`src/sensor_scale_moving_average_defines.svh`:
```
`ifndef SENSOR_SCALE_MOVING_AVERAGE_DEFINES_SVH
`define SENSOR_SCALE_MOVING_AVERAGE_DEFINES_SVH

// same-cycle implication, sampled on clk, off while in reset
`define SSMA_ASSERT_IMPL(label, ante, cons, msg) \
    label: assert property (@(posedge clk) disable iff (!rst_n) (ante) |-> (cons)) \
        else $error(msg);

// next-cycle implication, sampled on clk, off while in reset
`define SSMA_ASSERT_NEXT(label, ante, cons, msg) \
    label: assert property (@(posedge clk) disable iff (!rst_n) (ante) |=> (cons)) \
        else $error(msg);

`endif

```
`src/ssma_pkg.sv`:
```
`timescale 1ns / 1ps

package ssma_pkg;

    // window depth, a power of two so the mean is a shift
    localparam int WINDOW_DEPTH = 64;
    localparam int IDX_W        = $clog2(WINDOW_DEPTH);

    localparam int READING_W    = 16;
    localparam int VAL_W        = 12;
    localparam int PH_W         = 11;
    localparam int PH_TOTAL_W   = PH_W + IDX_W;
    localparam int TEMP_TOTAL_W = VAL_W + IDX_W;
    localparam int ACC_W        = TEMP_TOTAL_W + 1;

    localparam int RAM_DEPTH    = 2 * WINDOW_DEPTH;
    localparam int RAM_AW       = IDX_W + 1;

    localparam int PH_PROD_W    = 21;
    localparam int TEMP_PROD_W  = 20;
    localparam int PH_SHIFT     = $clog2(512);
    localparam int TEMP_SHIFT   = $clog2(16);

    localparam logic signed [READING_W-1:0] PH_SUM_MIN   = 16'sd0;
    localparam logic signed [READING_W-1:0] PH_SUM_MAX   = 16'sd20460;
    localparam logic signed [READING_W-1:0] TEMP_RAW_MIN = -16'sd880;
    localparam logic signed [READING_W-1:0] TEMP_RAW_MAX = 16'sd2000;
    localparam logic [5:0]                  PH_MULT      = 6'(700 / 20);
    localparam logic signed [TEMP_PROD_W-1:0] TEMP_MULT  = 20'sd10;
    localparam logic signed [TEMP_PROD_W-1:0] TEMP_ROUND = 20'sd15;

    localparam logic CH_PH   = 1'b0;
    localparam logic CH_TEMP = 1'b1;

    // queue between front and back
    localparam int QUEUE_DEPTH = 2;
    localparam int QPTR_W      = $clog2(QUEUE_DEPTH);
    localparam int QCNT_W      = $clog2(QUEUE_DEPTH + 1);

    typedef struct packed {
        logic                    channel;
        logic signed [VAL_W-1:0] value;
    } item_t;

    typedef struct packed {
        logic full;
        logic empty;
    } fifo_stat_t;

    typedef struct packed {
        logic busy;
        logic issue;
    } back_stat_t;

endpackage

```
`src/ssma_ram.sv`:
```
`timescale 1ns / 1ps

module ssma_ram #(
    parameter int WIDTH = 12,
    parameter int DEPTH = 128
) (
    input  logic                     clk,
    input  logic                     wr_en,
    input  logic [$clog2(DEPTH)-1:0] wr_addr,
    input  logic [WIDTH-1:0]         wr_data,
    input  logic                     rd_en,
    input  logic [$clog2(DEPTH)-1:0] rd_addr,
    output logic [WIDTH-1:0]         rd_data
);

    logic [WIDTH-1:0] mem [DEPTH];

    always_ff @(posedge clk)
    begin
        if (wr_en)
        begin
            mem[wr_addr] <= wr_data;
        end
        if (rd_en)
        begin
            rd_data <= mem[rd_addr];
        end
    end

endmodule

```
`src/ssma_front.sv`:
```
`timescale 1ns / 1ps

module ssma_front
    import ssma_pkg::*;
(
    input  logic                        in_valid,
    output logic                        in_stall,
    input  logic                        mode,
    input  logic signed [READING_W-1:0] reading,
    input  logic                        queue_full,
    output logic                        push,
    output item_t                       push_item
);

    logic signed [READING_W-1:0]   ph_clamp;
    logic signed [READING_W-1:0]   temp_clamp;
    logic [PH_PROD_W-1:0]          ph_prod;
    logic signed [TEMP_PROD_W-1:0] temp_prod;
    logic signed [TEMP_PROD_W-1:0] temp_adj;
    logic [PH_W-1:0]               ph_scaled;
    logic signed [VAL_W-1:0]       temp_scaled;

    always_comb
    begin
        if (reading < PH_SUM_MIN)
        begin
            ph_clamp = PH_SUM_MIN;
        end
        else if (reading > PH_SUM_MAX)
        begin
            ph_clamp = PH_SUM_MAX;
        end
        else
        begin
            ph_clamp = reading;
        end

        if (reading < TEMP_RAW_MIN)
        begin
            temp_clamp = TEMP_RAW_MIN;
        end
        else if (reading > TEMP_RAW_MAX)
        begin
            temp_clamp = TEMP_RAW_MAX;
        end
        else
        begin
            temp_clamp = reading;
        end
    end

    // sum * 35 / 512, never negative after the clamp
    assign ph_prod   = PH_PROD_W'(unsigned'(ph_clamp)) * PH_PROD_W'(PH_MULT);
    assign ph_scaled = ph_prod[PH_SHIFT +: PH_W];

    // raw * 10 / 16 toward zero: bias negatives before the shift
    assign temp_prod   = TEMP_PROD_W'(temp_clamp) * TEMP_MULT;
    assign temp_adj    = temp_prod + (temp_prod[TEMP_PROD_W-1] ? TEMP_ROUND : '0);
    assign temp_scaled = temp_adj[TEMP_SHIFT +: VAL_W];

    assign in_stall          = queue_full;
    assign push              = in_valid && !queue_full;
    assign push_item.channel = mode;
    assign push_item.value   = (mode == CH_TEMP) ? temp_scaled : VAL_W'(ph_scaled);

endmodule

```
`src/ssma_fifo.sv`:
```
`timescale 1ns / 1ps

module ssma_fifo
    import ssma_pkg::*;
(
    input  logic       clk,
    input  logic       rst_n,
    input  logic       push,
    input  item_t      push_item,
    input  logic       pop,
    output item_t      pop_item,
    output fifo_stat_t stat
);

    item_t             entries_reg [QUEUE_DEPTH];
    logic [QPTR_W-1:0] wr_ptr_reg;
    logic [QPTR_W-1:0] wr_ptr_next;
    logic [QPTR_W-1:0] rd_ptr_reg;
    logic [QPTR_W-1:0] rd_ptr_next;
    logic [QCNT_W-1:0] count_reg;
    logic [QCNT_W-1:0] count_next;

    always_comb
    begin
        wr_ptr_next = wr_ptr_reg;
        rd_ptr_next = rd_ptr_reg;
        count_next  = count_reg;
        if (push)
        begin
            wr_ptr_next = (wr_ptr_reg == QPTR_W'(QUEUE_DEPTH - 1)) ? '0 : wr_ptr_reg + 1'b1;
        end
        if (pop)
        begin
            rd_ptr_next = (rd_ptr_reg == QPTR_W'(QUEUE_DEPTH - 1)) ? '0 : rd_ptr_reg + 1'b1;
        end
        if (push && !pop)
        begin
            count_next = count_reg + 1'b1;
        end
        else if (pop && !push)
        begin
            count_next = count_reg - 1'b1;
        end
    end

    always_ff @(posedge clk or negedge rst_n)
    begin
        if (!rst_n)
        begin
            wr_ptr_reg <= '0;
            rd_ptr_reg <= '0;
            count_reg  <= '0;
        end
        else
        begin
            wr_ptr_reg <= wr_ptr_next;
            rd_ptr_reg <= rd_ptr_next;
            count_reg  <= count_next;
        end
    end

    always_ff @(posedge clk)
    begin
        if (push)
        begin
            entries_reg[wr_ptr_reg] <= push_item;
        end
    end

    assign pop_item   = entries_reg[rd_ptr_reg];
    assign stat.full  = (count_reg == QCNT_W'(QUEUE_DEPTH));
    assign stat.empty = (count_reg == '0);

endmodule

```
`src/ssma_back.sv`:
```
`timescale 1ns / 1ps

module ssma_back
    import ssma_pkg::*;
(
    input  logic                    clk,
    input  logic                    rst_n,
    input  item_t                   head_item,
    input  logic                    queue_empty,
    output logic                    pop,
    output logic                    out_valid,
    input  logic                    out_stall,
    output logic                    channel,
    output logic signed [VAL_W-1:0] value,
    output logic                    averaged,
    output back_stat_t              stat
);

    logic                           busy_reg;
    logic                           busy_next;
    item_t                          item_reg;
    logic [IDX_W-1:0]               ph_pos_reg;
    logic [IDX_W-1:0]               temp_pos_reg;
    logic                           ph_full_reg;
    logic                           temp_full_reg;
    logic [PH_TOTAL_W-1:0]          ph_total_reg;
    logic signed [TEMP_TOTAL_W-1:0] temp_total_reg;
    logic                           out_valid_reg;
    logic                           out_valid_next;
    logic                           channel_reg;
    logic signed [VAL_W-1:0]        value_reg;
    logic                           averaged_reg;

    logic                           issue;
    logic                           complete;
    logic [RAM_AW-1:0]              rd_addr;
    logic [VAL_W-1:0]               rd_data;
    logic [IDX_W-1:0]               pos_cur;
    logic [IDX_W-1:0]               pos_new;
    logic                           full_cur;
    logic                           full_new;
    logic                           wrap;
    logic signed [ACC_W-1:0]        total_cur;
    logic signed [ACC_W-1:0]        old_val;
    logic signed [ACC_W-1:0]        new_val;
    logic signed [ACC_W-1:0]        total_new;
    logic signed [ACC_W-1:0]        mean_adj;
    logic signed [VAL_W-1:0]        mean;

    // one request in flight: read the slot, then write it back
    assign issue    = !busy_reg && !queue_empty;
    assign complete = busy_reg && (!out_valid_reg || !out_stall);
    assign pop      = issue;

    assign rd_addr = {head_item.channel,
                      (head_item.channel == CH_TEMP) ? temp_pos_reg : ph_pos_reg};

    ssma_ram #(
        .WIDTH (VAL_W),
        .DEPTH (RAM_DEPTH)
    ) u_window (
        .clk     (clk),
        .wr_en   (complete),
        .wr_addr ({item_reg.channel, pos_cur}),
        .wr_data (item_reg.value),
        .rd_en   (issue),
        .rd_addr (rd_addr),
        .rd_data (rd_data)
    );

    always_comb
    begin
        if (item_reg.channel == CH_TEMP)
        begin
            pos_cur   = temp_pos_reg;
            full_cur  = temp_full_reg;
            total_cur = ACC_W'(temp_total_reg);
        end
        else
        begin
            pos_cur   = ph_pos_reg;
            full_cur  = ph_full_reg;
            total_cur = signed'(ACC_W'(ph_total_reg));
        end
        wrap      = (pos_cur == IDX_W'(WINDOW_DEPTH - 1));
        pos_new   = wrap ? '0 : pos_cur + 1'b1;
        full_new  = full_cur || wrap;
        old_val   = full_cur ? ACC_W'(signed'(rd_data)) : '0;
        new_val   = ACC_W'(item_reg.value);
        total_new = total_cur + new_val - old_val;
        // divide by the depth toward zero
        mean_adj  = total_new
                  + (total_new[ACC_W-1] ? ACC_W'(WINDOW_DEPTH - 1) : ACC_W'(0));
        mean      = mean_adj[IDX_W +: VAL_W];
    end

    always_comb
    begin
        busy_next = busy_reg;
        if (issue)
        begin
            busy_next = 1'b1;
        end
        else if (complete)
        begin
            busy_next = 1'b0;
        end

        out_valid_next = out_valid_reg;
        if (complete)
        begin
            out_valid_next = 1'b1;
        end
        else if (!out_stall)
        begin
            out_valid_next = 1'b0;
        end
    end

    always_ff @(posedge clk or negedge rst_n)
    begin
        if (!rst_n)
        begin
            busy_reg       <= 1'b0;
            out_valid_reg  <= 1'b0;
            ph_pos_reg     <= '0;
            temp_pos_reg   <= '0;
            ph_full_reg    <= 1'b0;
            temp_full_reg  <= 1'b0;
            ph_total_reg   <= '0;
            temp_total_reg <= '0;
        end
        else
        begin
            busy_reg      <= busy_next;
            out_valid_reg <= out_valid_next;
            if (complete)
            begin
                if (item_reg.channel == CH_TEMP)
                begin
                    temp_pos_reg   <= pos_new;
                    temp_full_reg  <= full_new;
                    temp_total_reg <= total_new[TEMP_TOTAL_W-1:0];
                end
                else
                begin
                    ph_pos_reg   <= pos_new;
                    ph_full_reg  <= full_new;
                    ph_total_reg <= unsigned'(total_new[PH_TOTAL_W-1:0]);
                end
            end
        end
    end

    always_ff @(posedge clk)
    begin
        if (issue)
        begin
            item_reg <= head_item;
        end
        if (complete)
        begin
            channel_reg  <= item_reg.channel;
            value_reg    <= full_new ? mean : item_reg.value;
            averaged_reg <= full_new;
        end
    end

    assign out_valid  = out_valid_reg;
    assign channel    = channel_reg;
    assign value      = value_reg;
    assign averaged   = averaged_reg;
    assign stat.busy  = busy_reg;
    assign stat.issue = issue;

endmodule

```
`src/sensor_scale_moving_average.sv`:
```
`timescale 1ns / 1ps
// channel | direction | handshake           | payload
// in      | in        | in_valid / in_stall   | mode, reading
// out     | out       | out_valid / out_stall | channel, value, averaged
//
// one request at a time, set by the window memory: read the slot, then write it back before the next is taken
// an accepted reading is registered in the queue, then in the request register, then in the output register
// reset clears window positions, fill flags, totals and the queue; memory is not cleared
// a stalled output holds the back end; the 2-entry queue keeps taking input until full
`include "sensor_scale_moving_average_defines.svh"

module sensor_scale_moving_average
    import ssma_pkg::*;
(
    input  logic                        clk,
    input  logic                        rst_n,
    input  logic                        in_valid,
    output logic                        in_stall,
    input  logic                        mode,
    input  logic signed [READING_W-1:0] reading,
    output logic                        out_valid,
    input  logic                        out_stall,
    output logic                        channel,
    output logic signed [VAL_W-1:0]     value,
    output logic                        averaged
);

    logic       push;
    item_t      push_item;
    logic       pop;
    item_t      head_item;
    fifo_stat_t fifo_stat;
    back_stat_t back_stat;

    ssma_front u_front (
        .in_valid   (in_valid),
        .in_stall   (in_stall),
        .mode       (mode),
        .reading    (reading),
        .queue_full (fifo_stat.full),
        .push       (push),
        .push_item  (push_item)
    );

    ssma_fifo u_queue (
        .clk       (clk),
        .rst_n     (rst_n),
        .push      (push),
        .push_item (push_item),
        .pop       (pop),
        .pop_item  (head_item),
        .stat      (fifo_stat)
    );

    ssma_back u_back (
        .clk         (clk),
        .rst_n       (rst_n),
        .head_item   (head_item),
        .queue_empty (fifo_stat.empty),
        .pop         (pop),
        .out_valid   (out_valid),
        .out_stall   (out_stall),
        .channel     (channel),
        .value       (value),
        .averaged    (averaged),
        .stat        (back_stat)
    );

    `SSMA_ASSERT_IMPL(a_queue_consistent, fifo_stat.full, !fifo_stat.empty, "queue full and empty")
    `SSMA_ASSERT_NEXT(a_issue_busy, back_stat.issue, back_stat.busy, "issue not in flight")
    `SSMA_ASSERT_IMPL(a_ph_nonneg, out_valid && channel == CH_PH, !value[VAL_W-1], "negative ph")

endmodule
```
`config.mk`:
```
export PLATFORM = sky130hd
export DESIGN_NAME = sensor_scale_moving_average
export DESIGN_NICKNAME = d
export VERILOG_FILES = /design/src/ssma_pkg.sv /design/src/ssma_ram.sv /design/src/ssma_front.sv /design/src/ssma_fifo.sv /design/src/ssma_back.sv /design/src/sensor_scale_moving_average.sv
export VERILOG_INCLUDE_DIRS = /design/src /design/src/src
export SDC_FILE = /design/constraint.sdc
export NUM_CORES = 2
export LEC_CHECK = 0
export ABC_AREA = 1
export BUFFER_PORTS_ARGS = -buffer_cell sky130_fd_sc_hd__buf_4
export CAP_MARGIN = 30
export CORE_MARGIN = 2
export CORE_UTILIZATION = 35
export CTS_CLUSTER_SIZE = 28
export DETAILED_ROUTE_END_ITERATION = 12
export GPL_TIMING_DRIVEN = 0
export PLACE_DENSITY_LB_ADDON = 0.2
export RECOVER_POWER = 25
export SLEW_MARGIN = 30
export SYNTH_ARGS = -nofsm -noshare
export SYNTH_HDL_FRONTEND = slang
export SYNTH_SLANG_ARGS = --single-unit
export TNS_END_PERCENT = 1
```
`constraint.sdc`:
```
create_clock -name clk -period 13.06 [get_ports clk]
set_input_delay 2.612 -clock clk [delete_from_list [all_inputs] [get_ports clk]]
set_output_delay 2.612 -clock clk [all_outputs]
set_load 0.05 [all_outputs]
```
==> summary.txt <==
Global route
  – Grt total ovfl: 0
  – GRT Total Usage: 0.2407
  – Largest net degree at the start of global routing: 56
  – First-pass GRT wire length: approximately 360000 um
  – Number of global-route vias before repair: 47970
  – Initial antenna violation count: 18

Hold path
  – Hold WC Path Type: reg -> reg
  – Worst hold path startpoint: u_back.item_reg[11]
  – Hold Crit Depth: 0
  – Min-Delay Endpoint: u_back.u_window.mem[26][11]

Routing
  – Post-route DRC: 0
  – Routed len/inst: approximately 28 um
  – Routed Antenna Nets: 0
  – Vias post-DR: ~51000
  – Drt initial violations: around 6300
  – DRT Pass-1 Iters: 6
  – Routed wire length: around 260000 um
  – Vias per cell: around 5.5

Setup path
  – Max stage delay on crit path: about 0.80 ns
  – Critical path fanouts, max: 19
  – Setup Crit Path Kind: reg -> reg
  – Reg2reg start: u_back.item_reg[3]
  – Worst r2r dst: u_back.value[4]
  – Worst R2R Setup Slack: 6.74 ns
  – Critical Path Stages: 28
  – Startpoint types: flip-flop
  – WP buf/inv: 6
  – CP required: between 10 and 15 ns
  – CP arrival: 6.86 ns
  – R2r worst-path depth: 28
  – CP most frequent cell: nand2_1
  – Critical-path top delay cell: clkbuf_1
  – CP Capture Type: flip-flop
  – Top Family by Delay on Critical Path: buffers and inverters

Timing
  – Worst Slack Setup Final: just under 7 ns
  – Setup-failing EPs final: 0
  – Post-layout minimum cycle time: 6.325 ns
  – Fin. Hold Viols: 0
  – Setup total negative slack: 0 ns
  – FMAX: ~0.16 GHz
  – Max Slew Vio Count: 0
  – RSZ-0062 raised after global routing: no
  – Worst clock skew: ~0.054 ns
  – Final Cycle Share: 0.4843
  – Worst slew pin tran: about 1.1 ns
  – Slew HR: 0.2526

Logic synthesis
  – Area contributors post-synth: edfxtp_1 (67%), o21ai_0 (6.2%), nand2_1 (4.5%), nand3_1 (3.3%), nor2_1 (3.0%)
  – Leading area contributor after synthesis: edfxtp_1
  – Ys async rst share: 0.03321
  – Seq/Total Area, Yosys: 0.6906
  – Distinct cells, synth: 46
  – Post-synth EDFFs: roughly 1600
  – Warnings from Yosys: 0
  – Area share of the leading cell type in the synthesized netlist: 0.6714
  – Number of synthesized register bits: approximately 1700
  – Main flop type after synthesis: edfxtp_1
  – Synth Area per Inst: between 10 and 15 um2
  – Mapped Area: ~70000 um2
  – Synth Instances: approximately 6000
  – Synth Net Count: 6188

CTS
  – CTS buffer count: roughly 180
  – Worst-Skew Late Latency: about 0.84 ns
  – Hold buffers post-CTS: 0
  – Num Clock Sinks: between 1500 and 2000
  – Clock root cell: clkbuf_16
  – H-tree depth: 4
  – CTS tree: done
  – Post-CTS Setup Repair Bufs: 0
  – Post_cts resized: 0
  – Clock-pin slew on the worst setup and hold paths: approximately 0.060 ns
  – Clock buffer depth: 3

Final layout
  – Most common cell after layout, fill and taps aside: edfxtp_1
  – Nets: between 6000 and 7000
  – Layout Cells excl Fill: 9237
  – Share of cells above drive strength 1: 0.1072
  – Syn-to-layout area delta: 15.22%
  – Most frequent cells in the layout: edfxtp_1 (1601), o21ai_0 (890), nand2_1 (850)
  – Design area: slightly above 80000 um2
  – Max reg flops: between 1500 and 2000

Placement
  – Placer congestion estimate: around 0.97
  – Cell Area, Placed: 77460 um2
  – Pre-CTS WS: about 6.0 ns
  – Port bufs: 36
  – Final HPWL DP: 187000 um
  – Number of instances in the placed design: 8903

Floorplan
  – DIE AREA: roughly 210000 um2
  – Die height: between 400 and 500 um
  – Die width: 456.3 um
  – Row cnt: around 170
  – IO Count: 37
  – Core area: around 200000 um2
  – Starting Density: 0.3511

Flow run
  – MaxCap Viol Count: 0

Status
  – Status: finished, final reports clean
## worst register-to-register path: cells and delay by family (launching register included)
family,cells,cell delay [ns]
and+or+nand+nor,15,1.39
DFF,1,0.71
buffers and inverters,6,2.12
AOI/OAI and AO/OA,4,0.59
adders and majority gates,3,1.27
## synth_stat cells, types with 2 or more instances
cell type,instances
a21oi_1,61
a31oi_1,2
buf_6,6
edfxtp_1,1601
o21ai_0,890
dfrtp_1,55
o22ai_1,122
mux2i_1,5
inv_2,3
o21bai_1,266
nand3_1,471
nor2_1,581
nand3b_1,8
xor2_1,21
ha_1,90
nand4_1,11
buf_1,11
nand2_2,6
xnor2_1,4
or2_0,4
or2_2,14
o21ai_2,3
clkbuf_1,185
o211ai_1,145
nand2_1,850
inv_1,346
nor3_1,8
fa_1,29
o31ai_1,2
nor4_1,3
nand2_4,3
nor2_2,3
buf_2,133
clkbuf_2,14
buf_4,22
o21ai_1,58
a21o_1,2
inv_4,2
## area by class of cell
class                      count  area [um2]
multi-input combinational   3669       19510
buffer                       371        1717
sequential                  1656       49450
tap                         2688        3363
inverter                     352        1325
clock inverter                81       754.5
antenna                        8       20.02
fill                       19500      121500
timing repair buffer         167        1528
clock buffer                 245        4838
## kinds of logic after synthesis
logic type / synth area share
fa+ha+maj: 0.02383
buf+inv: 0.04232
compound gates: 0.1259
mux: 0.0006989
simple gates: 0.1136
xor+xnor: 0.003058
flops: 0.6906
## worst max path at each step
| stage | startpoint | end | slack (ns) |
|---|---|---|---|
| after floorplan | reading[0] | u_queue.entries_reg[0][10] | 6.92 |
| after global placement | u_back.item_reg[5] | u_back.value[4] | 3.85 |
| after detailed placement | reading[9] | u_queue.entries_reg[1][8] | 6.02 |
| after CTS | reading[9] | u_queue.entries_reg[1][8] | 6.87 |
| after global routing | reading[0] | u_queue.entries_reg[1][8] | 6.28 |
| final | u_back.item_reg[3] | u_back.value[4] | 6.74 |
## layer usage
layer,GRT usage,routed length [um]
met5,0,12
met4,0.09895,11350
met3,0.04579,23750
met2,0.3712,115300
met1,0.3335,106200
## stage by stage
stage	util	hold slack (ns)
global route	0.4044	0.4767
detailed placement	0.3798	0.4659
finish	0.4045	0.4589
global placement	0.3689	0.4541
floorplan	-	0.4366
CTS	0.4072	0.4819
Power is left out: the tool's default activity adds up to more than one toggle a clock period on the data nets, which glitch-free logic cannot reach.
